[src/rtl/core/life_cell_next_state_stream_core_defines.svh]
// ----------------------------------------------------------------------------
// life cell stream core - assertion macros
// Shared concurrent assertion forms, clocked on clk and disabled in reset.
// ----------------------------------------------------------------------------
`ifndef LIFE_CELL_NEXT_STATE_STREAM_CORE_DEFINES_SVH
`define LIFE_CELL_NEXT_STATE_STREAM_CORE_DEFINES_SVH

// antecedent implies consequent in the same cycle
`define LCNS_ASSERT_IMPLY(label, ante, cons, msg) \
  label: assert property (@(posedge clk) disable iff (!rst_n) (ante) |-> (cons)) \
    else $error(msg);

// antecedent implies consequent in the next cycle
`define LCNS_ASSERT_NEXT(label, ante, cons, msg) \
  label: assert property (@(posedge clk) disable iff (!rst_n) (ante) |=> (cons)) \
    else $error(msg);

// condition never holds
`define LCNS_ASSERT_NEVER(label, cond, msg) \
  label: assert property (@(posedge clk) disable iff (!rst_n) !(cond)) \
    else $error(msg);

`endif

[src/rtl/core/lcns_pkg.sv]
// ----------------------------------------------------------------------------
// lcns_pkg
// Types, sizes and life rule helpers for the life cell stream core.
// ----------------------------------------------------------------------------
`timescale 1ns / 1ps
`default_nettype none

package lcns_pkg;

  // grid limits
  localparam int MAX_WIDTH  = 1024;
  localparam int MAX_HEIGHT = 1024;

  // size register width, row counter width, column and address width
  localparam int DIM_W     = 11;
  localparam int ROW_W     = $clog2(MAX_HEIGHT + 1);
  localparam int COL_W     = $clog2(MAX_WIDTH);
  localparam int OUT_IDX_W = 10;

  // result queue sizing
  localparam int MAX_RESULTS    = 2;
  localparam int RES_FIFO_DEPTH = 8;
  localparam int RES_FIFO_PTR_W = $clog2(RES_FIFO_DEPTH);
  localparam int RES_FIFO_CNT_W = $clog2(RES_FIFO_DEPTH + 1);
  localparam int RES_FIFO_ROOM  = RES_FIFO_DEPTH - 2 * MAX_RESULTS;

  // item function codes
  typedef enum logic {
    FUNC_LOAD  = 1'b0,
    FUNC_DRAIN = 1'b1
  } func_t;

  // configuration register indexes
  localparam logic CFG_GRID_WIDTH  = 1'b0;
  localparam logic CFG_GRID_HEIGHT = 1'b1;

  // one line buffer entry: row r-1 and row r-2 of a column
  typedef struct packed {
    logic cur;
    logic above;
  } col_t;

  // one result item
  typedef struct packed {
    logic                 cell_next;
    logic [OUT_IDX_W-1:0] out_row;
    logic [OUT_IDX_W-1:0] out_col;
    logic                 frame_done;
    logic                 last;
  } res_t;

  // up to two results pushed per cycle, first slot filled first
  typedef struct packed {
    logic v0;
    logic v1;
    res_t d0;
    res_t d1;
  } push_t;

  // clamp a size register to 1..lim
  function automatic logic [DIM_W-1:0] eff_size(input logic [DIM_W-1:0] v,
                                                 input logic [DIM_W-1:0] lim);
    if (v == '0) return DIM_W'(1);
    if (v > lim) return lim;
    return v;
  endfunction

  // survive with 2 or 3, birth with exactly 3
  function automatic logic life_rule(input logic center, input logic [3:0] n);
    if (center) return (n == 4'd2) || (n == 4'd3);
    return n == 4'd3;
  endfunction

  // next state of the middle cell of a 3x3 window
  function automatic logic window_next(input logic [8:0] w);
    logic [3:0] n;
    n = '0;
    for (int k = 0; k < 9; k++) n = n + 4'(w[k]);
    n = n - 4'(w[4]);
    return life_rule(w[4], n);
  endfunction

endpackage

`default_nettype wire

[src/rtl/core/lcns_stream_if.sv]
// ----------------------------------------------------------------------------
// lcns stream interfaces
// Valid/ready channels for cell items in and next-state results out.
// ----------------------------------------------------------------------------
`timescale 1ns / 1ps
`default_nettype none

// cell item channel
interface lcns_in_if;
  logic valid;
  logic ready;
  logic func;
  logic cell_in;

  modport source (output valid, output func, output cell_in, input ready);
  modport sink   (input valid, input func, input cell_in, output ready);
endinterface

// result item channel
interface lcns_out_if;
  logic       valid;
  logic       ready;
  logic       cell_next;
  logic [9:0] out_row;
  logic [9:0] out_col;
  logic       frame_done;
  logic       last;

  modport source (output valid, output cell_next, output out_row, output out_col,
                  output frame_done, output last, input ready);
  modport sink   (input valid, input cell_next, input out_row, input out_col,
                  input frame_done, input last, output ready);
endinterface

`default_nettype wire

[src/rtl/core/life_cell_next_state_stream_core.sv]
// ----------------------------------------------------------------------------
// life_cell_next_state_stream_core
// One generation of the game of life over a raster cell stream.
// ----------------------------------------------------------------------------
// Items on in_ch carry func and cell_in. A load item (func 0) brings the next
// cell of the grid in raster order; once all rows are in, one drain item
// (func 1) per column brings out the last row. Loads after the last row and
// drains before it are taken and dropped. Each item gives zero, one or two
// results on out_ch; the last of them has last set, and the final cell of the
// grid has frame_done set.
// Grid size is written on the cfg port while the block is idle; a write also
// restarts the frame. Sizes of 0 count as 1, above 1024 as 1024.
// One item is taken per clock while the queue has room and cfg_we is low. A
// result passes the stage register and the queue before it leaves. The rate
// is set by the single line buffer memory, read once per item, written once per load.
// A small result queue separates the sides: when the receiver stalls, in_ch
// keeps taking items until more than four results wait, then ready drops.
// Reset clears all control state; the line buffer needs no clearing pass.
// ----------------------------------------------------------------------------
`timescale 1ns / 1ps
`default_nettype none

`include "life_cell_next_state_stream_core_defines.svh"

module life_cell_next_state_stream_core import lcns_pkg::*; (
  input  logic             clk,
  input  logic             rst_n,
  input  logic             cfg_we,
  input  logic             cfg_idx,
  input  logic [DIM_W-1:0] cfg_wdata,
  lcns_in_if.sink          in_ch,
  lcns_out_if.source       out_ch
);

  // size registers
  logic [DIM_W-1:0] grid_w_r, grid_h_r;
  logic [DIM_W-1:0] grid_w_m1, grid_h_m1;

  // frame position
  logic [ROW_W-1:0] load_row_r, load_row_nxt;
  logic [COL_W-1:0] load_col_r, load_col_nxt;
  logic [COL_W-1:0] drain_col_r, drain_col_nxt;

  // accept stage
  logic             accept, is_drain, load_ok, drain_ok, take;
  logic [DIM_W-1:0] drain_next, load_next;
  logic             drain_nb;
  logic [COL_W-1:0] rd_addr;
  logic             fwd_hit;

  // line buffer memory
  col_t             line_mem [MAX_WIDTH];
  col_t             mem_q_r;
  logic             mem_we;
  col_t             wr_data;

  // compute stage
  logic             s1_valid_r, s1_drain_r, s1_cell_r, s1_nb_r, s1_fwd_r;
  logic [ROW_W-1:0] s1_row_r;
  logic [COL_W-1:0] s1_col_r;
  col_t             s1_fwd_data_r;
  logic [8:0]       window_r, win_base, win_new;
  col_t             dwin_lo_r, dwin_hi_r, head_r;
  col_t             rd_col, col_dm, col_d, col_dp;
  logic             a_bit, m_bit, emit1, emit2, row_end;
  logic [ROW_W-1:0] row_m1;
  logic [3:0]       drain_n;
  res_t             res1, res2, res_drain;
  push_t            push;
  logic [RES_FIFO_CNT_W-1:0] fifo_count;

  assign grid_w_m1 = grid_w_r - DIM_W'(1);
  assign grid_h_m1 = grid_h_r - DIM_W'(1);

  // accept decision and line buffer read address
  assign accept      = in_ch.valid && in_ch.ready;
  assign in_ch.ready = !cfg_we && (fifo_count <= RES_FIFO_CNT_W'(RES_FIFO_ROOM));
  assign is_drain    = in_ch.func == FUNC_DRAIN;
  assign load_ok     = (DIM_W'(load_row_r) < grid_h_r) && (DIM_W'(load_col_r) < grid_w_r);
  assign drain_ok    = (DIM_W'(load_row_r) >= grid_h_r) && (DIM_W'(drain_col_r) < grid_w_r);
  assign take        = accept && (is_drain ? drain_ok : load_ok);
  assign drain_next  = DIM_W'(drain_col_r) + DIM_W'(1);
  assign load_next   = DIM_W'(load_col_r) + DIM_W'(1);
  assign drain_nb    = drain_next < grid_w_r;
  assign rd_addr     = is_drain ? drain_next[COL_W-1:0] : load_col_r;
  assign fwd_hit     = mem_we && (s1_col_r == rd_addr);

  // frame position update
  always_comb begin
    load_row_nxt  = load_row_r;
    load_col_nxt  = load_col_r;
    drain_col_nxt = drain_col_r;
    if (take && !is_drain) begin
      if (load_next >= grid_w_r) begin
        load_col_nxt = '0;
        load_row_nxt = load_row_r + ROW_W'(1);
      end else begin
        load_col_nxt = load_next[COL_W-1:0];
      end
    end else if (take && is_drain) begin
      if (drain_nb) begin
        drain_col_nxt = drain_next[COL_W-1:0];
      end else begin
        load_row_nxt  = '0;
        drain_col_nxt = '0;
      end
    end
  end

  always_ff @(posedge clk) begin
    if (!rst_n) begin
      grid_w_r    <= DIM_W'(MAX_WIDTH);
      grid_h_r    <= DIM_W'(MAX_HEIGHT);
      load_row_r  <= '0;
      load_col_r  <= '0;
      drain_col_r <= '0;
    end else if (cfg_we) begin
      if (cfg_idx == CFG_GRID_WIDTH) begin
        grid_w_r <= eff_size(cfg_wdata, DIM_W'(MAX_WIDTH));
      end else begin
        grid_h_r <= eff_size(cfg_wdata, DIM_W'(MAX_HEIGHT));
      end
      load_row_r  <= '0;
      load_col_r  <= '0;
      drain_col_r <= '0;
    end else begin
      load_row_r  <= load_row_nxt;
      load_col_r  <= load_col_nxt;
      drain_col_r <= drain_col_nxt;
    end
  end

  // stage register between read and compute
  always_ff @(posedge clk) begin
    if (!rst_n) begin
      s1_valid_r <= 1'b0;
    end else begin
      s1_valid_r <= take;
    end
  end

  always_ff @(posedge clk) begin
    if (take) begin
      s1_drain_r    <= is_drain;
      s1_cell_r     <= in_ch.cell_in;
      s1_row_r      <= load_row_r;
      s1_col_r      <= is_drain ? drain_col_r : load_col_r;
      s1_nb_r       <= drain_nb;
      s1_fwd_r      <= fwd_hit;
      s1_fwd_data_r <= wr_data;
    end
  end

  // line buffer: one read, one write per cycle
  assign mem_we = s1_valid_r && !s1_drain_r;

  always_ff @(posedge clk) begin
    if (mem_we) line_mem[s1_col_r] <= wr_data;
    if (take) mem_q_r <= line_mem[rd_addr];
  end

  // load path: shift the column into the window
  always_comb begin
    rd_col   = s1_fwd_r ? s1_fwd_data_r : mem_q_r;
    a_bit    = (s1_row_r >= ROW_W'(2)) ? rd_col.above : 1'b0;
    m_bit    = (s1_row_r >= ROW_W'(1)) ? rd_col.cur : 1'b0;
    wr_data  = '{cur: s1_cell_r, above: m_bit};
    win_base = (s1_col_r == '0) ? 9'd0 : window_r;
    win_new  = {s1_cell_r, m_bit, a_bit, win_base[8:3]};
    row_m1   = s1_row_r - ROW_W'(1);
    row_end  = DIM_W'(s1_col_r) == grid_w_m1;
    emit1    = (s1_row_r >= ROW_W'(1)) && (s1_col_r >= COL_W'(1));
    emit2    = (s1_row_r >= ROW_W'(1)) && row_end;

    res1.cell_next  = window_next(win_new);
    res1.out_row    = row_m1[OUT_IDX_W-1:0];
    res1.out_col    = OUT_IDX_W'(s1_col_r - COL_W'(1));
    res1.frame_done = 1'b0;
    res1.last       = !emit2;

    res2.cell_next  = window_next({3'b000, win_new[8:3]});
    res2.out_row    = row_m1[OUT_IDX_W-1:0];
    res2.out_col    = OUT_IDX_W'(s1_col_r);
    res2.frame_done = 1'b0;
    res2.last       = 1'b1;
  end

  // drain path: last two rows, columns d-1, d and d+1
  always_comb begin
    col_dm  = (s1_col_r == '0) ? '0 : dwin_lo_r;
    col_d   = (s1_col_r == '0) ? head_r : dwin_hi_r;
    col_dp  = s1_nb_r ? rd_col : '0;
    drain_n = 4'(col_dm.above) + 4'(col_d.above) + 4'(col_dp.above)
            + 4'(col_dm.cur) + 4'(col_dp.cur);

    res_drain.cell_next  = life_rule(col_d.cur, drain_n);
    res_drain.out_row    = grid_h_m1[OUT_IDX_W-1:0];
    res_drain.out_col    = OUT_IDX_W'(s1_col_r);
    res_drain.frame_done = row_end;
    res_drain.last       = 1'b1;
  end

  // results into the queue, in order
  always_comb begin
    push = '0;
    if (s1_valid_r && s1_drain_r) begin
      push.v0 = 1'b1;
      push.d0 = res_drain;
    end else if (s1_valid_r) begin
      push.v0 = emit1 || emit2;
      push.v1 = emit1 && emit2;
      push.d0 = emit1 ? res1 : res2;
      push.d1 = res2;
    end
  end

  // window, drain window and first-column capture of the last row
  always_ff @(posedge clk) begin
    if (!rst_n) begin
      window_r <= '0;
    end else if (cfg_we) begin
      window_r <= '0;
    end else if (mem_we) begin
      window_r <= win_new;
    end
  end

  always_ff @(posedge clk) begin
    if (s1_valid_r && s1_drain_r) begin
      dwin_lo_r <= col_d;
      dwin_hi_r <= col_dp;
    end
    if (mem_we && (s1_col_r == '0) && (DIM_W'(s1_row_r) == grid_h_m1)) begin
      head_r <= wr_data;
    end
  end

  lcns_result_fifo u_result_fifo (
    .clk    (clk),
    .rst_n  (rst_n),
    .push   (push),
    .count  (fifo_count),
    .out_ch (out_ch)
  );

  // checks
  `LCNS_ASSERT_NEXT(a_cfg_restart, cfg_we, (load_row_r == '0) && (drain_col_r == '0) && !s1_valid_r, "config write did not restart the frame")
  `LCNS_ASSERT_IMPLY(a_pair_at_row_end, push.v1, s1_valid_r && !s1_drain_r && row_end, "two results away from a row end")
  `LCNS_ASSERT_IMPLY(a_first_row_silent, s1_valid_r && !s1_drain_r && (s1_row_r == '0), !push.v0, "result from a first row load")

endmodule

`default_nettype wire

[src/rtl/core/lcns_result_fifo.sv]
// ----------------------------------------------------------------------------
// lcns_result_fifo
// Result queue taking up to two items per cycle and giving one per cycle while the receiver is ready.
// ----------------------------------------------------------------------------
`timescale 1ns / 1ps
`default_nettype none

`include "life_cell_next_state_stream_core_defines.svh"

module lcns_result_fifo import lcns_pkg::*; (
  input  logic                      clk,
  input  logic                      rst_n,
  input  push_t                     push,
  output logic [RES_FIFO_CNT_W-1:0] count,
  lcns_out_if.source                out_ch
);

  res_t                      fifo_mem [RES_FIFO_DEPTH];
  logic [RES_FIFO_PTR_W-1:0] wr_ptr_r, wr_ptr_nxt;
  logic [RES_FIFO_PTR_W-1:0] rd_ptr_r, rd_ptr_nxt;
  logic [RES_FIFO_CNT_W-1:0] count_r, count_nxt;
  logic [RES_FIFO_CNT_W-1:0] push_cnt;
  logic                      pop;
  res_t                      head;

  // pointer and fill bookkeeping
  assign pop      = out_ch.valid && out_ch.ready;
  assign push_cnt = RES_FIFO_CNT_W'(push.v0) + RES_FIFO_CNT_W'(push.v1);

  always_comb begin
    wr_ptr_nxt = wr_ptr_r + RES_FIFO_PTR_W'(push_cnt);
    rd_ptr_nxt = rd_ptr_r + RES_FIFO_PTR_W'(pop);
    count_nxt  = count_r + push_cnt - RES_FIFO_CNT_W'(pop);
  end

  always_ff @(posedge clk) begin
    if (!rst_n) begin
      wr_ptr_r <= '0;
      rd_ptr_r <= '0;
      count_r  <= '0;
    end else begin
      wr_ptr_r <= wr_ptr_nxt;
      rd_ptr_r <= rd_ptr_nxt;
      count_r  <= count_nxt;
    end
  end

  // storage, second item goes behind the first
  always_ff @(posedge clk) begin
    if (push.v0) fifo_mem[wr_ptr_r] <= push.d0;
    if (push.v1) fifo_mem[wr_ptr_r + RES_FIFO_PTR_W'(1)] <= push.d1;
  end

  // head of queue drives the channel
  assign head              = fifo_mem[rd_ptr_r];
  assign count             = count_r;
  assign out_ch.valid      = count_r != '0;
  assign out_ch.cell_next  = head.cell_next;
  assign out_ch.out_row    = head.out_row;
  assign out_ch.out_col    = head.out_col;
  assign out_ch.frame_done = head.frame_done;
  assign out_ch.last       = head.last;

  // checks
  `LCNS_ASSERT_NEVER(a_fifo_overflow, (count_r + push_cnt) > RES_FIFO_CNT_W'(RES_FIFO_DEPTH), "result queue overflow")
  `LCNS_ASSERT_IMPLY(a_fifo_push_order, push.v1, push.v0, "second slot pushed without first")
  `LCNS_ASSERT_NEXT(a_fifo_count_step, !push.v0 && !pop, count_r == $past(count_r), "count moved without push or pop")

endmodule

`default_nettype wire
[src/flat_wrapper.sv]
// flat-port wrapper written by rule: the top's interface ports become plain ports
module life_cell_next_state_stream_core_flat import lcns_pkg::*;
  (clk, rst_n, cfg_we, cfg_idx, cfg_wdata, in_ch_valid, in_ch_func, in_ch_cell_in, in_ch_ready, out_ch_valid, out_ch_cell_next, out_ch_out_row, out_ch_out_col, out_ch_frame_done, out_ch_last, out_ch_ready);
  lcns_in_if in_ch_i ();
  lcns_out_if out_ch_i ();
  input  logic clk;
  input  logic rst_n;
  input  logic cfg_we;
  input  logic cfg_idx;
  input  logic [DIM_W-1:0] cfg_wdata;
  input wire logic [$bits(in_ch_i.valid)-1:0] in_ch_valid;
  input wire logic [$bits(in_ch_i.func)-1:0] in_ch_func;
  input wire logic [$bits(in_ch_i.cell_in)-1:0] in_ch_cell_in;
  output wire logic [$bits(in_ch_i.ready)-1:0] in_ch_ready;
  output wire logic [$bits(out_ch_i.valid)-1:0] out_ch_valid;
  output wire logic [$bits(out_ch_i.cell_next)-1:0] out_ch_cell_next;
  output wire logic [$bits(out_ch_i.out_row)-1:0] out_ch_out_row;
  output wire logic [$bits(out_ch_i.out_col)-1:0] out_ch_out_col;
  output wire logic [$bits(out_ch_i.frame_done)-1:0] out_ch_frame_done;
  output wire logic [$bits(out_ch_i.last)-1:0] out_ch_last;
  input wire logic [$bits(out_ch_i.ready)-1:0] out_ch_ready;
  assign in_ch_i.valid = in_ch_valid;
  assign in_ch_i.func = in_ch_func;
  assign in_ch_i.cell_in = in_ch_cell_in;
  assign in_ch_ready = in_ch_i.ready;
  assign out_ch_valid = out_ch_i.valid;
  assign out_ch_cell_next = out_ch_i.cell_next;
  assign out_ch_out_row = out_ch_i.out_row;
  assign out_ch_out_col = out_ch_i.out_col;
  assign out_ch_frame_done = out_ch_i.frame_done;
  assign out_ch_last = out_ch_i.last;
  assign out_ch_i.ready = out_ch_ready;
  life_cell_next_state_stream_core u_core (.clk(clk), .rst_n(rst_n), .cfg_we(cfg_we), .cfg_idx(cfg_idx), .cfg_wdata(cfg_wdata), .in_ch(in_ch_i), .out_ch(out_ch_i));
endmodule
[config.mk]
export PLATFORM = sky130hd
export DESIGN_NAME = life_cell_next_state_stream_core_flat
export DESIGN_NICKNAME = d
export VERILOG_FILES = /design/src/rtl/core/lcns_pkg.sv /design/src/rtl/core/lcns_stream_if.sv /design/src/rtl/core/life_cell_next_state_stream_core.sv /design/src/rtl/core/lcns_result_fifo.sv /design/src/flat_wrapper.sv
export VERILOG_INCLUDE_DIRS = /design/src /design/src/rtl/core
export SDC_FILE = /design/constraint.sdc
export NUM_CORES = 2
export LEC_CHECK = 0
export ABC_CLOCK_PERIOD_IN_PS = 44500
export BUFFER_PORTS_ARGS = -buffer_cell sky130_fd_sc_hd__buf_2
export CORE_MARGIN = 4
export CORE_UTILIZATION = 35
export CTS_CLUSTER_DIAMETER = 30
export DETAILED_ROUTE_END_ITERATION = 16
export PLACE_DENSITY = 0.53
export SLEW_MARGIN = 10
export SYNTH_ARGS = -nofsm -noshare
export SYNTH_HDL_FRONTEND = slang
export SYNTH_SLANG_ARGS = --single-unit
[constraint.sdc]
create_clock -name clk -period 44.5 [get_ports clk]
set_input_delay 2.225 -clock clk [delete_from_list [all_inputs] [get_ports clk]]
set_output_delay 2.225 -clock clk [all_outputs]
set_load 0.03 [all_outputs]
Word level (Yosys, flattened, before mapping)

Memories as Yosys holds them, arrays and structs flattened. A register that Yosys moved wholly into a read port is not among the register bits.
Index checks and enable logic that the tools add are counted.

Flip-flop bits (word level): 106
Latch bits: 0
RAM bits: 2232
Memory bits (read-only): 0
Input bits: 19
Word-level logic and storage cells: 176
Memories kept: 2

Memories:

| memory                        | depth | width | rd ports | clocked after Yosys merged registers in | write ports | line                                   | source |
|---|---|---|---|---|---|---|---|
| u_core.line_mem               | 1024  | 2     | 1        | 1                                       | 1           | life_cell_next_state_stream_core.sv:52 | `col_t line_mem [MAX_WIDTH];` |
| u_core.u_result_fifo.fifo_mem | 8     | 23    | 1        | 1                                       | 2           | lcns_result_fifo.sv:18                 | `res_t fifo_mem [RES_FIFO_DEPTH];` |

Add/sub/neg operators: 32
Multipliers: 0
Div/mod/pow operators: 0
Order comparisons: 11
Equality and inequality tests: 11
Shift-type cells: 0
Multiplexer cells: 60
Bitwise gates (word level): 3
Reductions and logical operators: 33

Operator list:

| cell                    | number |
|---|---|
| $mux W11                | 10 |
| $mux W23                | 3 |
| $add A4 B1 Y4           | 14 |
| $mux W48                | 1 |
| $mux W10                | 4 |
| $mux W1                 | 36 |
| $eq A4 B2 Y1 const B    | 6 |
| $add A10 B1 Y11 const B | 2 |
| $ge A11 B11 Y1          | 2 |
| $lt A10 B11 Y1          | 2 |
| $lt A11 B11 Y1          | 2 |
| $sub A11 B1 Y11 const B | 2 |
| $sub A10 B1 Y10 const B | 2 |
| $logic_and A1 B1 Y1     | 16 |
| $sub A4 B1 Y4           | 3 |
| $add A11 B1 Y11 const B | 1 |
| $eq A10 B11 Y1          | 1 |
| $eq A11 B11 Y1          | 1 |
| $ge A11 B1 Y1 const B   | 1 |
| $ge A11 B2 Y1 const B   | 1 |
| $gt A11 B11 Y1 const B  | 1 |
| $logic_not A11 Y1       | 1 |
| $eq A10 B10 Y1          | 1 |
| $ge A10 B1 Y1 const B   | 1 |
| 19 further kinds        | 36 |

Logic depth before layout (Yosys ltp)

Word-level depth: 21
Depth in mapped cells: 20
Gate-level depth less buffers: 20

By module

From an unflattened synthesis, not the netlist that was laid out.

Cell total of the unflattened synthesis: 6852
Area total of the unflattened synthesis: 101220.8 um2

By module, submodules not included:

| module                           | instances | cells each | area each (um2) | seq. area each (um2) |
|---|---|---|---|---|
| life_cell_next_state_stream_core | 1         | 6304       | 91233.8         | 63751.1 |
| lcns_result_fifo                 | 1         | 548        | 9987.1          | 5725.5 |

Least setup slack after synthesis

No wires, ideal clock.

Path kind: reg-to-reg
Start point: reg u_core.s1_row_r[1]
End point: reg u_core.head_r[0] (netlist name), data pin
Setup time: 4973 ps
Data arrival time: 24584 ps
Data required time: 39527 ps
Setup slack: 14943 ps
Stages on the path, launching flop included: 7
Path buffers: 0
Path through: edfxtp_1 > inv_1 > ha_1 > nand2b_1 > nand3_1 > inv_1 > nor2_1

Word-level cells in the longest chain between the ends: 2

Ends and longest elaborated chain:

| item                   | line                                    | source |
|---|---|---|
| from (decl)            | life_cell_next_state_stream_core.sv:59  | `logic [ROW_W-1:0] s1_row_r;` |
| from (signal assigned) | life_cell_next_state_stream_core.sv:146 | `s1_row_r <= load_row_r;` |
| $ge A11 B1 Y1          | life_cell_next_state_stream_core.sv:166 | `m_bit = (s1_row_r >= ROW_W'(1)) ? rd_col.cur : 1'b0;` |
| $mux W1                | life_cell_next_state_stream_core.sv:166 |  |
| net u_core.m_bit       | life_cell_next_state_stream_core.sv:65  | `logic a_bit, m_bit, emit1, emit2, row_end;` |
| to (signal assigned)   | life_cell_next_state_stream_core.sv:234 | `head_r <= wr_data;` |
| to (decl)              | life_cell_next_state_stream_core.sv:63  | `col_t dwin_lo_r, dwin_hi_r, head_r;` |

The timed path passes the listed nets, and every way through them passes these cells.
A chain may end at the register's enable or synchronous reset.

Final worst setup path

Start point: in in_ch_func
End point: reg u_core.mem_q_r[0] (netlist name)

Word-level cells in the longest chain between the ends: 2
Elaborated cells on any way between the ends: 3
Those cells by class: mux (2); reduce/logical (1)

Ends and longest elaborated chain:

| item                | line                                   | source |
|---|---|---|
| from (decl)         | flat_wrapper.sv:12                     | `input wire logic [$bits(in_ch_i.func)-1:0] in_ch_func;` |
| $mux W1             | life_cell_next_state_stream_core.sv:81 | `assign take = accept && (is_drain ? drain_ok : load_ok);` |
| $logic_and A1 B1 Y1 | life_cell_next_state_stream_core.sv:81 |  |

Parallel ways exist; a longest one is shown, timed or not.

==> flow_metrics.tcl <==
set metrics [dict create \
    layout_min_cycle_time_ps 8040 \
    async_flop_share_pct 0 \
    peakVddDrop_mv 0.0462 \
    ctsLongestPathBuffers 4 \
    avgSynthCellArea_sq_um 15.4 \
    viasPerCell 5.53 \
    cts_tree "done" \
    ant_nets 0 \
    r2r_setup_slack_ps 37920 \
    areaGrowthSynthToFinish_pct 20.0 \
    swShare_pct 22.2 \
    max_cap_viol_count 0 \
    fmax_ghz 0.124 \
    placement_rows 195 \
    grt_max_degree 234 \
    power_density_nw_per_um2 51.6 \
    hold_viol 0 \
    place_ws_ps 35460 \
    synth_edf_count 2259 \
    slew_headroom_pct 16.1 \
    synth_nets 6584 \
    synth_cells 6468 \
    crit_required_ps 45270 \
    layout_setup_ws_ps 36460 \
    startpoint "in_ch_func" \
    r2r_end "u_core.mem_q_r[0]" \
    clk_latency_ps 920 \
    grt_pass1_vias 61300 \
    critPathMaxStageDelay_ps 900 \
    holdCritStartpoint "u_core.window_r[3]" \
    rr_worst_depth 13 \
    synth_ff_type "edfxtp_1" \
    grt_pass1_wl_um 429000 \
    pwr-share-clk_pct 55.2 \
    drt-total-wl_um 300000 \
    die-height_um 542 \
    synth_seq_cells 2337 \
    cts_made_buffers 456 \
    clk_pin_slew_ps 50 \
    vias 59700 \
    cts.sinks 2337 \
    htree_levels 5 \
    ios 44 \
    finClkSkew_ps 71.1 \
    post-dp-hpwl_um 167000 \
    post_cts_buffers 0 \
    end_kind "flip-flop" \
    crit_path_frequent_cell "buf_4" \
    yosys_warnings 0 \
    seqPwrFrac_pct 39.6 \
    p_int_mw 4.81 \
    worstPathArrival_ps 8810 \
    antenna_found_initial 11 \
    globalRouteTotalUtil_pct 20.0 \
    path_cells "buf_2 > buf_4 > nand2_1 > o21ai_4 > buf_12 > buf_4 > buf_4 > buf_4 > mux4_2 > nand2_1 > nand3_1 > a21oi_1 > a2111oi_0 > o2111ai_1 > a2bb2oi_1 > a22o_1" \
    port_buffers 43 \
    drive_gt1_share_pct 22.9 \
    worst_pin_slew_ps 1250 \
    critical_path_class "in -> reg" \
    start_util_pct 35.3 \
    critPathCapture "u_core.mem_q_r[0]" \
    setup_viol 0 \
    cp.depth 16 \
    maxSlewViolCount 0 \
    cp_top_family "buffers and inverters" \
    finalSetupTns_ps 0 \
    first_pass_iters 6 \
    synth_cell_types 83 \
    cts_root_buf "clkbuf_16" \
    post-route-period-util_pct 18.1 \
    seq_area_frac_synth_pct 69.4 \
    multi_input_area_sq_um 28400 \
    ff_latch_area_sq_um 69400 \
    globalplace.congestion 0.792 \
    post-route-drc-count 0 \
    cts_hold_buf 0 \
    dieArea_sq_um 294000 \
    outcome "completed" \
    critPathMaxFanout 103 \
    comb_power_share_pct 5.2 \
    start_kind "input pin" \
    num-fill-cells 25300 \
    drtIter0Drc 6392 \
    post_cts_resized 0 \
    r2r-start "u_core.load_col_r[0]" \
    core_sq_um 283000 \
    rsz0062_at_grt "no" \
    leakagePower_nw 37.7 \
    grt.overflow.total 0 \
    worstHoldPathType "reg -> reg" \
    dieWidth_um 542 \
    slowest_stage "a2111oi_0" \
    wire_per_inst_um 27.8 \
    synth_area_sq_um 99900 \
    finalNetCount 6784 \
    p_sw_mw 1.37 \
    path_buf_inv 6 \
]
==> layout by cell type (no fill, tap or decap), types with 42 or more instances in the layout <==
master / count
clkinv_1: 52
dfxtp_1: 75
buf_2: 43
clkbuf_16: 461
mux4_2: 539
inv_1: 82
clkinv_2: 86
bufinv_16: 64
edfxtp_1: 2259
ha_1: 86
nand3_1: 204
clkinvlp_4: 53
buf_4: 161
o22ai_1: 90
nand2_1: 609
mux2i_1: 76
nand4_1: 46
xnor2_1: 57
clkbuf_1: 42
a21oi_1: 91
nor2_1: 1206
==> Yosys cell counts, types with 82 or more instances <==
master | n | area share (%)
ha_1 | 86 | 1.1
nand3_1 | 218 | 1.1
clkbuf_1 | 180 | 0.68
edfxtp_1 | 2259 | 68
o22ai_1 | 90 | 0.56
mux4_2 | 539 | 12
buf_2 | 125 | 0.63
nand2_1 | 623 | 2.3
inv_1 | 82 | 0.31
a21oi_1 | 92 | 0.46
nor2_1 | 1213 | 4.6
buf_1 | 107 | 0.40
==> area by class of cell <==
cell class                 instances  area share (%)
timing repair buffer             215            1.37
clock inverter                   323            3.09
tap                             3743            3.91
multi-input combinational       3576            23.7
sequential                      2337            57.9
inverter                          82           0.257
antenna                            6          0.0125
clock buffer                     504            9.77
==> power groups by stage <==
stage,sequential (mW),clock [mW],combinational [mW]
after floorplan,2.54,0,0.213
after global placement,2.49,0,0.323
after detailed placement,2.49,0,0.325
after CTS,2.44,3.46,0.326
after global routing,2.44,3.57,0.348
final,2.45,3.41,0.322
==> per-stage QoR <==
step | util [%] | std cells | hold slack (ps) | instance area [sq um] | power [mW]
2_1_floorplan | - | 6468 | 432 | 99900 | 2.76
3_3_place_gp | 36.9 | 9953 | 439 | 104000 | 2.81
3_5_place_dp | 36.9 | 9953 | 447 | 104000 | 2.81
4_1_cts | 42.3 | 10800 | 455 | 120000 | 6.23
5_1_grt | 42.3 | 10800 | 473 | 120000 | 6.36
6_report | 42.3 | 10800 | 456 | 120000 | 6.18
==> sequential cells by signal, indices dropped and copies added, names as in the netlist <==
register and flops:
u_core.drain_col_r 10, u_core.dwin_hi_r 2, u_core.dwin_lo_r 2, u_core.grid_h_r 11
u_core.grid_w_r 11, u_core.head_r 2, u_core.line_mem 2048, u_core.load_col_r 10
u_core.load_row_r 11, u_core.mem_q_r 2, u_core.s1_cell_r 1, u_core.s1_col_r 10
u_core.s1_drain_r 1, u_core.s1_fwd_data_r 2, u_core.s1_fwd_r 1, u_core.s1_nb_r 1
u_core.s1_row_r 11, u_core.s1_valid_r 1, u_core.u_result_fifo.count 4, u_core.u_result_fifo.fifo_mem 184
u_core.u_result_fifo.rd_ptr_r 3, u_core.u_result_fifo.wr_ptr_r 3, u_core.window_r 6
==> routing by layer <==
metal,GRT usage (%),up-vias,part of all wire [%]
li1,-,25200,-
met1,26.7,31100,40
met2,31.9,2740,47
met3,4.44,613,8.8
met4,7.51,2,3.7
met5,0,-,0.0043
==> worst min-delay path by stage <==
stage,endpoint,slack [ps],cells past startpoint
floorplan,u_core.window_r[3],430,2
global placement,u_core.window_r[6],440,2
detailed placement,u_core.window_r[7],450,2
CTS,u_core.window_r[7],450,2
global route,u_core.window_r[7],470,2
finish,u_core.window_r[3],460,2
==> kinds of logic after synthesis <==
group / after synthesis / synth area share [%]
mux: 656 / 13.4
compound gates: 420 / 2.85
flops: 2337 / 69.4
buf+inv: 555 / 2.49
xor+xnor: 92 / 0.806
fa+ha+maj: 97 / 1.30
simple gates: 2311 / 9.74
==> worst min-delay path, delay by kind of cell (launching register included) <==
family             cells  cell delay [ps]
DFF                    1              300
AOI/OAI and AO/OA      1               60
and+or+nand+nor        1               50
No activity file was read; power rests on OpenSTA's default activity.
